`config.mk`:
```
export PLATFORM = sky130hd
export DESIGN_NAME = modbus_rtu_master_transaction
export DESIGN_NICKNAME = d
export VERILOG_FILES = /design/src/mbrm_pkg.sv /design/src/mbrm_cfg.sv /design/src/mbrm_core.sv /design/src/mbrm_seq.sv /design/src/modbus_rtu_master_transaction.sv
export SDC_FILE = /design/constraint.sdc
export NUM_CORES = 1
export LEC_CHECK = 0
export BUFFER_PORTS_ARGS = -buffer_cell sky130_fd_sc_hd__buf_2
export CAP_MARGIN = 20
export CORE_MARGIN = 1.5
export CORE_UTILIZATION = 56
export DETAILED_ROUTE_END_ITERATION = 12
export PLACE_DENSITY = 0.77
export REMOVE_ABC_BUFFERS = 1
export SLEW_MARGIN = 20
export SYNTH_ARGS = -nofsm -noshare
export SYNTH_HDL_FRONTEND = slang
export SYNTH_SLANG_ARGS = --single-unit
```
`constraint.sdc`:
```
create_clock -name clk -period 6.5 [get_ports clk]
set_input_delay 0.65 -clock clk [delete_from_list [all_inputs] [get_ports clk]]
set_output_delay 0.65 -clock clk [all_outputs]
set_load 0.05 [all_outputs]
```
`src/mbrm_pkg.sv`:
```
// Shared types, codes and the CRC-16 byte update for the Modbus RTU master.
package mbrm_pkg;

  // Input action codes
  localparam logic [1:0] ACT_READ  = 2'd0;
  localparam logic [1:0] ACT_WRITE = 2'd1;
  localparam logic [1:0] ACT_BYTE  = 2'd2;
  localparam logic [1:0] ACT_TICK  = 2'd3;

  // Result kinds
  localparam logic [1:0] KIND_TX     = 2'd0;
  localparam logic [1:0] KIND_WORD   = 2'd1;
  localparam logic [1:0] KIND_STATUS = 2'd2;

  // Transaction status codes
  localparam logic [2:0] ST_OK        = 3'd0;
  localparam logic [2:0] ST_TIMEOUT   = 3'd1;
  localparam logic [2:0] ST_BAD_HDR   = 3'd2;
  localparam logic [2:0] ST_BAD_COUNT = 3'd3;
  localparam logic [2:0] ST_BAD_CRC   = 3'd4;

  // Result batch modes
  localparam logic [1:0] MODE_TX     = 2'd0;
  localparam logic [1:0] MODE_WORDS  = 2'd1;
  localparam logic [1:0] MODE_STATUS = 2'd2;

  // Configuration register indexes
  localparam logic [1:0] REG_SLAVE_ADDR = 2'd0;
  localparam logic [1:0] REG_FIRST_REG  = 2'd1;
  localparam logic [1:0] REG_TIMEOUT    = 2'd2;

  localparam logic [15:0] CRC_INIT  = 16'hFFFF;
  localparam logic [15:0] CRC_POLY  = 16'hA001;
  localparam logic [7:0]  FC_READ   = 8'h03;
  localparam logic [7:0]  FC_WRITE  = 8'h06;
  localparam logic [15:0] CLAMP_MAX = 16'd100;
  localparam logic [15:0] QUIET_MAX = 16'hFFFF;
  localparam int          MAX_WORDS = 6;
  localparam int          CLAMP_FROM = 4;
  localparam int          REQ_BODY  = 6;

  typedef struct packed {
    logic [7:0]  slave_address;
    logic [7:0]  first_register;
    logic [15:0] timeout_ms;
  } cfg_t;

  // One run of results, handed from the core to the output sequencer
  typedef struct packed {
    logic [1:0]                 mode;
    logic [2:0]                 st;
    logic [REQ_BODY-1:0][7:0]   req;
  } batch_t;

  function automatic logic [15:0] crc_byte(input logic [15:0] crc, input logic [7:0] b);
    logic [15:0] c;
    c = crc ^ {8'h00, b};
    for (int i = 0; i < 8; i++) begin
      if (c[0]) begin
        c = (c >> 1) ^ CRC_POLY;
      end else begin
        c = c >> 1;
      end
    end
    return c;
  endfunction

endpackage

```
`src/mbrm_cfg.sv`:
```
// APB-style configuration registers of the Modbus RTU master.
module mbrm_cfg (
  input  logic               clk,
  input  logic               rst,
  input  logic               psel,
  input  logic               penable,
  input  logic               pwrite,
  input  logic [3:0]         paddr,
  input  logic [31:0]        pwdata,
  output logic [31:0]        prdata,
  output logic               pready,
  output mbrm_pkg::cfg_t     cfg
);

  logic wr;

  assign pready = 1'b1;
  assign wr     = psel && penable && pwrite;

  always_ff @(posedge clk) begin
    if (rst) begin
      cfg.slave_address  <= 8'd1;
      cfg.first_register <= 8'd0;
      cfg.timeout_ms     <= 16'd100;
    end else if (wr) begin
      case (paddr[3:2])
        mbrm_pkg::REG_SLAVE_ADDR: cfg.slave_address  <= pwdata[7:0];
        mbrm_pkg::REG_FIRST_REG:  cfg.first_register <= pwdata[7:0];
        mbrm_pkg::REG_TIMEOUT:    cfg.timeout_ms     <= pwdata[15:0];
        default: ;
      endcase
    end
  end

  always_comb begin
    case (paddr[3:2])
      mbrm_pkg::REG_SLAVE_ADDR: prdata = {24'd0, cfg.slave_address};
      mbrm_pkg::REG_FIRST_REG:  prdata = {24'd0, cfg.first_register};
      mbrm_pkg::REG_TIMEOUT:    prdata = {16'd0, cfg.timeout_ms};
      default:                  prdata = 32'd0;
    endcase
  end

endmodule

```
`src/mbrm_core.sv`:
```
// Request input register, transaction state and reply checking of the Modbus master.
module mbrm_core #(
  parameter int NUM_REGS = 6
) (
  input  logic                clk,
  input  logic                rst,
  input  mbrm_pkg::cfg_t      cfg,
  input  logic                in_valid,
  output logic                in_ready,
  input  logic [1:0]          action,
  input  logic [15:0]         target_register,
  input  logic [15:0]         write_value,
  input  logic [7:0]          rx_data,
  input  logic                batch_free,
  output logic                batch_load,
  output mbrm_pkg::batch_t    batch,
  input  logic [2:0]          rd_idx,
  output logic [15:0]         rd_word
);

  localparam int RX_LEN   = 5 + 2 * NUM_REGS;
  localparam int MAX_LEN  = (RX_LEN > 8) ? RX_LEN : 8;
  localparam int POS_W    = $clog2(MAX_LEN);
  localparam int LEN_W    = POS_W + 1;
  localparam int WORD_CNT = (NUM_REGS < mbrm_pkg::MAX_WORDS) ? NUM_REGS : mbrm_pkg::MAX_WORDS;
  localparam int WIDX_W   = (WORD_CNT > 1) ? $clog2(WORD_CNT) : 1;

  localparam logic [1:0] PH_IDLE  = 2'd0;
  localparam logic [1:0] PH_READ  = 2'd1;
  localparam logic [1:0] PH_WRITE = 2'd2;

  // input register
  logic        s1_valid;
  logic [1:0]  s1_action;
  logic [15:0] s1_treg;
  logic [15:0] s1_wval;
  logic [7:0]  s1_rx;
  logic        fire;

  // transaction state
  logic [1:0]       phase, phase_next;
  logic [POS_W-1:0] byte_position, byte_position_next;
  logic [15:0]      running_crc, running_crc_next;
  logic [7:0]       held_byte, held_byte_next;
  logic             header_error, header_error_next;
  logic             count_error, count_error_next;
  logic [15:0]      quiet_ms, quiet_ms_next;
  logic [15:0]      word_store [WORD_CNT];

  logic              wr_en;
  logic [WIDX_W-1:0] wr_idx;
  logic              load_c;

  assign fire       = s1_valid && batch_free;
  assign in_ready   = !s1_valid || fire;
  assign batch_load = fire && load_c;
  assign rd_word    = word_store[rd_idx[WIDX_W-1:0]];

  always_ff @(posedge clk) begin
    if (rst) begin
      s1_valid <= 1'b0;
    end else if (in_valid && in_ready) begin
      s1_valid <= 1'b1;
    end else if (fire) begin
      s1_valid <= 1'b0;
    end
  end

  always_ff @(posedge clk) begin
    if (in_valid && in_ready) begin
      s1_action <= action;
      s1_treg   <= target_register;
      s1_wval   <= write_value;
      s1_rx     <= rx_data;
    end
  end

  always_comb begin
    logic [LEN_W-1:0] len;
    logic [LEN_W-1:0] p;
    logic [LEN_W-1:0] off;
    logic [LEN_W-2:0] w;
    logic [15:0]      q_inc;
    logic [15:0]      got;
    logic [2:0]       st;
    logic             is_read;

    phase_next         = phase;
    byte_position_next = byte_position;
    running_crc_next   = running_crc;
    held_byte_next     = held_byte;
    header_error_next  = header_error;
    count_error_next   = count_error;
    quiet_ms_next      = quiet_ms;
    wr_en              = 1'b0;
    wr_idx             = '0;
    load_c             = 1'b0;
    batch              = '0;

    is_read = (phase == PH_READ);
    len     = is_read ? LEN_W'(RX_LEN) : LEN_W'(8);
    p       = {1'b0, byte_position};
    off     = p - LEN_W'(3);
    w       = off[LEN_W-1:1];
    q_inc   = (quiet_ms != mbrm_pkg::QUIET_MAX) ? quiet_ms + 16'd1 : quiet_ms;
    got     = {s1_rx, held_byte};
    st      = mbrm_pkg::ST_OK;

    if (s1_action == mbrm_pkg::ACT_READ || s1_action == mbrm_pkg::ACT_WRITE) begin
      // new request; any pending transaction is dropped silently
      load_c        = 1'b1;
      batch.mode    = mbrm_pkg::MODE_TX;
      batch.req[0]  = cfg.slave_address;
      if (s1_action == mbrm_pkg::ACT_READ) begin
        batch.req[1] = mbrm_pkg::FC_READ;
        batch.req[2] = 8'h00;
        batch.req[3] = cfg.first_register;
        batch.req[4] = 8'h00;
        batch.req[5] = 8'(NUM_REGS);
        phase_next   = PH_READ;
      end else begin
        batch.req[1] = mbrm_pkg::FC_WRITE;
        batch.req[2] = s1_treg[15:8];
        batch.req[3] = s1_treg[7:0];
        batch.req[4] = s1_wval[15:8];
        batch.req[5] = s1_wval[7:0];
        phase_next   = PH_WRITE;
      end
      byte_position_next = '0;
      running_crc_next   = mbrm_pkg::CRC_INIT;
      held_byte_next     = 8'h00;
      header_error_next  = 1'b0;
      count_error_next   = 1'b0;
      quiet_ms_next      = 16'd0;
    end else if (phase != PH_IDLE) begin
      if (s1_action == mbrm_pkg::ACT_TICK) begin
        quiet_ms_next = q_inc;
        if (q_inc > cfg.timeout_ms) begin
          load_c     = 1'b1;
          batch.mode = mbrm_pkg::MODE_STATUS;
          batch.st   = mbrm_pkg::ST_TIMEOUT;
          phase_next = PH_IDLE;
        end
      end else begin
        quiet_ms_next = 16'd0;
        if (p == LEN_W'(0) && s1_rx != cfg.slave_address) begin
          header_error_next = 1'b1;
        end
        if (p == LEN_W'(1) && s1_rx != (is_read ? mbrm_pkg::FC_READ : mbrm_pkg::FC_WRITE)) begin
          header_error_next = 1'b1;
        end
        if (p + LEN_W'(2) < len) begin
          running_crc_next = mbrm_pkg::crc_byte(running_crc, s1_rx);
        end
        if (is_read && p == LEN_W'(2) && s1_rx != 8'(2 * NUM_REGS)) begin
          count_error_next = 1'b1;
        end
        if (is_read && p >= LEN_W'(3) && p + LEN_W'(2) < len) begin
          if (!off[0]) begin
            held_byte_next = s1_rx;
          end else if ({1'b0, w} < LEN_W'(WORD_CNT)) begin
            wr_en  = 1'b1;
            wr_idx = w[WIDX_W-1:0];
          end
        end
        if (p + LEN_W'(2) == len) begin
          held_byte_next = s1_rx;
        end
        if (p + LEN_W'(1) >= len) begin
          if (header_error) begin
            st = mbrm_pkg::ST_BAD_HDR;
          end else if (is_read && count_error) begin
            st = mbrm_pkg::ST_BAD_COUNT;
          end else if (got != running_crc) begin
            st = mbrm_pkg::ST_BAD_CRC;
          end
          load_c     = 1'b1;
          batch.mode = (st == mbrm_pkg::ST_OK && is_read) ? mbrm_pkg::MODE_WORDS
                                                          : mbrm_pkg::MODE_STATUS;
          batch.st   = st;
          phase_next = PH_IDLE;
          byte_position_next = '0;
        end else begin
          byte_position_next = byte_position + POS_W'(1);
        end
      end
    end
  end

  always_ff @(posedge clk) begin
    if (rst) begin
      phase         <= PH_IDLE;
      byte_position <= '0;
      running_crc   <= mbrm_pkg::CRC_INIT;
      held_byte     <= 8'h00;
      header_error  <= 1'b0;
      count_error   <= 1'b0;
      quiet_ms      <= 16'd0;
    end else if (fire) begin
      phase         <= phase_next;
      byte_position <= byte_position_next;
      running_crc   <= running_crc_next;
      held_byte     <= held_byte_next;
      header_error  <= header_error_next;
      count_error   <= count_error_next;
      quiet_ms      <= quiet_ms_next;
    end
  end

  always_ff @(posedge clk) begin
    if (fire && wr_en) begin
      word_store[wr_idx] <= {held_byte, s1_rx};
    end
  end

endmodule

```
`src/mbrm_seq.sv`:
```
// Output sequencer: plays one result run out item by item, with the request CRC.
module mbrm_seq #(
  parameter int NUM_REGS = 6
) (
  input  logic               clk,
  input  logic               rst,
  input  logic               batch_load,
  input  mbrm_pkg::batch_t   batch,
  output logic               batch_free,
  output logic [2:0]         rd_idx,
  input  logic [15:0]        rd_word,
  output logic               out_valid,
  input  logic               out_ready,
  output logic [1:0]         kind,
  output logic [7:0]         tx_data,
  output logic [2:0]         word_index,
  output logic [15:0]        word_value,
  output logic [2:0]         status,
  output logic               last
);

  localparam int WORD_CNT = (NUM_REGS < mbrm_pkg::MAX_WORDS) ? NUM_REGS : mbrm_pkg::MAX_WORDS;

  logic             busy;
  mbrm_pkg::batch_t cur;
  logic [2:0]       pos;
  logic [15:0]      crc;
  logic             take;
  logic [7:0]       body_byte;

  assign out_valid  = busy;
  assign take       = busy && out_ready;
  assign batch_free = !busy || (out_ready && last);
  assign rd_idx     = pos;
  assign body_byte  = cur.req[pos];

  always_comb begin
    kind       = mbrm_pkg::KIND_STATUS;
    tx_data    = 8'h00;
    word_index = 3'd0;
    word_value = 16'd0;
    status     = 3'd0;
    last       = 1'b0;
    case (cur.mode)
      mbrm_pkg::MODE_TX: begin
        kind = mbrm_pkg::KIND_TX;
        if (pos < 3'(mbrm_pkg::REQ_BODY)) begin
          tx_data = body_byte;
        end else if (pos == 3'(mbrm_pkg::REQ_BODY)) begin
          tx_data = crc[7:0];
        end else begin
          tx_data = crc[15:8];
          last    = 1'b1;
        end
      end
      mbrm_pkg::MODE_WORDS: begin
        if (pos < 3'(WORD_CNT)) begin
          kind       = mbrm_pkg::KIND_WORD;
          word_index = pos;
          word_value = rd_word;
          // upper words are signed percentages
          if (pos >= 3'(mbrm_pkg::CLAMP_FROM)) begin
            if (rd_word[15]) begin
              word_value = 16'd0;
            end else if (rd_word > mbrm_pkg::CLAMP_MAX) begin
              word_value = mbrm_pkg::CLAMP_MAX;
            end
          end
        end else begin
          status = mbrm_pkg::ST_OK;
          last   = 1'b1;
        end
      end
      default: begin
        status = cur.st;
        last   = 1'b1;
      end
    endcase
  end

  always_ff @(posedge clk) begin
    if (rst) begin
      busy <= 1'b0;
    end else if (batch_load) begin
      busy <= 1'b1;
    end else if (take && last) begin
      busy <= 1'b0;
    end
  end

  always_ff @(posedge clk) begin
    if (batch_load) begin
      cur <= batch;
      pos <= 3'd0;
      crc <= mbrm_pkg::CRC_INIT;
    end else if (take && !last) begin
      pos <= pos + 3'd1;
      if (cur.mode == mbrm_pkg::MODE_TX && pos < 3'(mbrm_pkg::REQ_BODY)) begin
        crc <= mbrm_pkg::crc_byte(crc, body_byte);
      end
    end
  end

endmodule

```
`src/modbus_rtu_master_transaction.sv`:
```
// Top level of the Modbus RTU master: one FC03/FC06 transaction at a time.
//
//   channel   signals                              moves
//   --------  -----------------------------------  ---------------------------------
//   in        in_valid / in_ready                  action, target_register,
//                                                  write_value, rx_data
//   out       out_valid / out_ready                kind, tx_data, word_index,
//                                                  word_value, status, last
//   cfg       psel penable pwrite paddr pwdata     slave_address @0, first_register
//             prdata pready                        @4, timeout_ms @8
//
// An accepted input is held in the input register, then the core updates the
// transaction state and hands its results to the sequencer as a run. The sequencer
// gives one result a cycle while out_ready is high: a start command yields 8 request
// bytes (the request CRC is built byte by byte as they go out), a good read reply
// yields the words then a status, any other end just a status. The next item waits
// in the input register while a run drains. Stalls on out_ready hold the current result.
// Synchronous active-high reset returns to idle with the defaults of the registers;
// the word store is not cleared and only read after it is filled by a good reply.
module modbus_rtu_master_transaction #(
  parameter int NUM_REGS = 6
) (
  input  logic        clk,
  input  logic        rst,
  // configuration port
  input  logic        psel,
  input  logic        penable,
  input  logic        pwrite,
  input  logic [3:0]  paddr,
  input  logic [31:0] pwdata,
  output logic [31:0] prdata,
  output logic        pready,
  // input requests
  input  logic        in_valid,
  output logic        in_ready,
  input  logic [1:0]  action,
  input  logic [15:0] target_register,
  input  logic [15:0] write_value,
  input  logic [7:0]  rx_data,
  // results
  output logic        out_valid,
  input  logic        out_ready,
  output logic [1:0]  kind,
  output logic [7:0]  tx_data,
  output logic [2:0]  word_index,
  output logic [15:0] word_value,
  output logic [2:0]  status,
  output logic        last
);

  mbrm_pkg::cfg_t    cfg;
  mbrm_pkg::batch_t  batch;
  logic              batch_load;
  logic              batch_free;
  logic [2:0]        rd_idx;
  logic [15:0]       rd_word;

  mbrm_cfg u_cfg (
    .clk     (clk),
    .rst     (rst),
    .psel    (psel),
    .penable (penable),
    .pwrite  (pwrite),
    .paddr   (paddr),
    .pwdata  (pwdata),
    .prdata  (prdata),
    .pready  (pready),
    .cfg     (cfg)
  );

  // state update and reply checking, one item per cycle while the sequencer is free
  mbrm_core #(.NUM_REGS(NUM_REGS)) u_core (
    .clk             (clk),
    .rst             (rst),
    .cfg             (cfg),
    .in_valid        (in_valid),
    .in_ready        (in_ready),
    .action          (action),
    .target_register (target_register),
    .write_value     (write_value),
    .rx_data         (rx_data),
    .batch_free      (batch_free),
    .batch_load      (batch_load),
    .batch           (batch),
    .rd_idx          (rd_idx),
    .rd_word         (rd_word)
  );

  // result run playback, one result per cycle while out_ready is high
  mbrm_seq #(.NUM_REGS(NUM_REGS)) u_seq (
    .clk        (clk),
    .rst        (rst),
    .batch_load (batch_load),
    .batch      (batch),
    .batch_free (batch_free),
    .rd_idx     (rd_idx),
    .rd_word    (rd_word),
    .out_valid  (out_valid),
    .out_ready  (out_ready),
    .kind       (kind),
    .tx_data    (tx_data),
    .word_index (word_index),
    .word_value (word_value),
    .status     (status),
    .last       (last)
  );

endmodule

```
==> flow_summary_export.csv <==
group,metric,value,unit
worst_setup_path,crit_required,6.68,ns
layout,fillers,1828,
worst_setup_path,cp-end-kind,"flip-flop",
clocking,cts_max_level,1,
routing,drc,0,
power_and_ir_drop,seqPwrFrac,0.454,
clocking,tritoncts,"yes",
yosys,syn_avg_cell_area,11.4,um^2
clocking,root_buffer,"clkbuf_16",
floorplanning,num_rows,57,
global_routing,grt_pass1_vias,8992,
power_and_ir_drop,power.net_switching,1.19,mW
timing,fmax,176,MHz
layout,diodes,0,
yosys,synth_warnings,0,
yosys,synth_edf_count,186,
layout,final_cell_count_no_fill,1651,
clocking,clk_latency,0.55,ns
global_routing,antenna_found_initial,0,
floorplanning,die_x,160,um
layout,finish.instance_area,15600,um^2
timing,hold_viol_final,0,
power_and_ir_drop,finalPower,4.60,mW
worst_setup_path,rr_worst_depth,16,
worst_setup_path,path_max_fanout,39,
yosys,async_flop_share,0,
layout,final_util,0.643,
worst_setup_path,rr_endpoint,"u_seq.cur[40]$_SDFFCE_PN0P_",
yosys,synth_ff_type,"edfxtp_1",
clocking,cts_resized,0,
place,gp_congestion,0.845,
yosys,synth_seq_cells,291,
layout,final_common_cell,"edfxtp_1",
timing,tns,0,ns
floorplanning,fp.dieArea,25700,um^2
floorplanning,io_pins,153,
layout,syn_to_final_growth,12.6,%
power_and_ir_drop,p_leak,5.81,nW
timing,holdWs,0.281,ns
place,dpl_cell_area,14600,um^2
run_status,status,"complete, no violations",
layout,multi_input_area,5670,um^2
clocking,cts_hold_buffers,0,
global_routing,grt_pass1_wl,47000,um
clocking,cts.clk_slew.worst_paths,0.06,ns
job,cap_violations,0,
timing,worst_slew_pin_slew,0.956,ns
hold_path,hold_depth,1,
hold_path,hold_end,"u_core.s1_rx[2]$_DFFE_PP_",
power_and_ir_drop,pwr-share-clk,0.390,
yosys,synth_seq_area_share,0.554,
worst_setup_path,r2r_start,"u_core.quiet_ms[2]$_SDFFE_PP0P_",
routing,wl,29600,um
worst_setup_path,critical_path_class,"flip-flop to flip-flop",
yosys,syn-cell-area,13900,um^2
power_and_ir_drop,p_sw_frac,0.258,
routing,vias_per_cell,5.68,
worst_setup_path,reg2reg_slack,0.82,ns
floorplanning,core_area,24300,um^2
power_and_ir_drop,intPower,3.41,mW
routing,wl_per_cell,17.9,um
place,dp.cells,1597,
layout,layout_common_cells,"edfxtp_1, buf_2, nand2_1",
timing,fin_skew,0.0117,ns
clocking,post_cts_buffers,0,
timing,rsz0062_at_grt,"no",
yosys,synth_cell_types,67,
routing,first_iter_violations,718,
place,dp_hpwl,19500,um
yosys,synthCells,1214,
timing,setup_viol,0,
layout,drive_gt1_frac,0.171,
routing,vias,9380,
place,io_buffers,117,
floorplanning,die_h,160,um
worst_setup_path,worstSetupStartpointType,"flip-flop",
layout,finalNetCount,1420,
place,post-place-ws,0.958,ns
clocking,clk_path_buf_depth,3,
routing,postRouteAntennaNets,0,
timing,setup_ws,0.816,ns
timing,finalCritPeriodShare,0.874,
timing,period_needed,5.68,ns
clocking,cts_buffers,29,
worst_setup_path,crit_arrival,5.86,ns
hold_path,hp-start,"rx_data[2]",
timing,final_max_slew_viol_count,0,
global_routing,grt_max_degree,84,
hold_path,min_path_type,"input port to flip-flop",
global_routing,overflow,0,
power_and_ir_drop,power_frac_comb,0.157,
clocking,cts.sinks,291,
floorplanning,initial_core_util,0.571,
routing,firstDrtPassIters,5,
layout,seqCellArea,7690,um^2
timing,slew_headroom,0.362,
global_routing,grt_use_total,0.227,
power_and_ir_drop,vdd_drop_max,246,uV
power_and_ir_drop,p_per_area,294,nW/um^2
[how the worst max path moves through the flow]
| stage | startpoint | endpoint | slack [ns] | depth (start not counted) |
|---|---|---|---|---|
| 2_1_floorplan | u_core.quiet_ms[2]$_SDFFE_PP0P_ | u_seq.cur[0]$_SDFFCE_PP0P_ | 1.43 | 15 |
| 3_3_place_gp | u_core.quiet_ms[2]$_SDFFE_PP0P_ | u_seq.cur[20]$_SDFFCE_PN0P_ | 1.06 | 16 |
| 3_5_place_dp | u_core.quiet_ms[2]$_SDFFE_PP0P_ | u_seq.cur[16]$_SDFFCE_PN0P_ | 0.96 | 16 |
| 4_1_cts | u_core.quiet_ms[2]$_SDFFE_PP0P_ | u_seq.cur[3]$_SDFFCE_PP0P_ | 0.87 | 16 |
| 5_1_grt | u_core.quiet_ms[2]$_SDFFE_PP0P_ | u_seq.cur[19]$_SDFFCE_PN0P_ | 0.28 | 16 |
| 6_report | u_core.quiet_ms[2]$_SDFFE_PP0P_ | u_seq.cur[40]$_SDFFCE_PN0P_ | 0.82 | 16 |
[sequential cells by signal, summed over array words and instances (netlist names), named ones only]
name and flops:
u_core.s1_valid 1, u_core.s1_treg 16, u_core.quiet_ms 16, u_core.word_store 96, u_core.running_crc 16, u_core.header_error 1
u_cfg.cfg 32, u_core.s1_rx 8, u_core.byte_position 5, u_core.count_error 1, u_seq.cur 48, u_seq.rd_idx 3
u_core.s1_action 2, u_seq.out_valid 1, u_core.held_byte 8, u_core.phase 2, u_core.s1_wval 16, u_seq.crc 16
[cells in the mapped netlist, drive strengths merged, types with 3 or more instances]
cell,number,area share
mux2,10,0.0081
a21oi,69,0.025
o21ai,60,0.022
edfxtp,186,0.40
or4,7,0.0038
or2,5,0.0023
a211oi,6,0.0054
and3,27,0.012
mux4,19,0.035
xor2,37,0.023
a22oi,13,0.0070
or3,5,0.0023
and2,13,0.0059
xnor2,46,0.030
nor3b,4,0.0022
ha,31,0.028
nand2b,24,0.011
inv,30,0.0081
o211ai,10,0.0058
clkbuf,53,0.014
nor2b,13,0.0059
a21o,6,0.0032
nand3,36,0.013
a211o,5,0.0032
nor3,21,0.0076
dfxtp,105,0.15
mux2i,67,0.048
xnor3,3,0.0050
nand4,13,0.0059
o21a,4,0.0022
nor4,10,0.0045
buf,37,0.021
nor2,98,0.027
nand2,113,0.031
[critical path, stage by stage (launching register included)]
cell	delay (ns)
dfxtp_1	0.44
nand4_1	0.17
nor4_1	0.68
nand4_1	0.58
nor3b_1	0.37
and3_1	0.23
xor2_1	0.15
ha_1	0.29
nand4_1	0.13
nor3_1	0.29
o21ai_0	0.14
a21oi_1	0.13
o21ai_0	0.20
or2_2	0.33
a31o_2	0.39
inv_2	0.28
buf_4	0.48
[cell type report]
type                            instances  area share
Clock buffer                           35      0.0511
Sequential cell                       291       0.492
Multi-Input combinational cell        818       0.363
Inverter                               30     0.00720
Clock inverter                         19      0.0154
Timing Repair Buffer                  134      0.0456
Tap cell                              324      0.0259
[power groups by stage]
stage,clock [mW],combinational [mW],sequential [mW]
CTS,1.81,0.721,2.09
global route,1.89,0.777,2.09
detailed placement,0,0.717,2.13
global placement,0,0.708,2.12
finish,1.79,0.720,2.09
floorplan,0,0.539,2.13
[kinds of logic (layout without fill, tap and decap cells)]
logic type	count (synthesis)	count (layout)	synth area share
buf+inv	120	218	0.0435
simple gates	395	395	0.137
xor+xnor	86	86	0.0584
flops	291	291	0.554
other cells	2	17	0.000541
fa+ha+maj	31	31	0.0280
mux	96	96	0.0916
compound gates	193	193	0.0866
[routing by layer]
| layer | vias to the layer above | global-route usage | part of all wire |
|---|---|---|---|
| li1 | 4528 | - | - |
| met1 | 4504 | 0.310 | 0.44 |
| met2 | 291 | 0.382 | 0.48 |
| met3 | 57 | 0.0338 | 0.054 |
| met4 | 0 | 0.0599 | 0.024 |
| met5 | - | 0 | 0 |
Power figures use the tool's default switching activity.
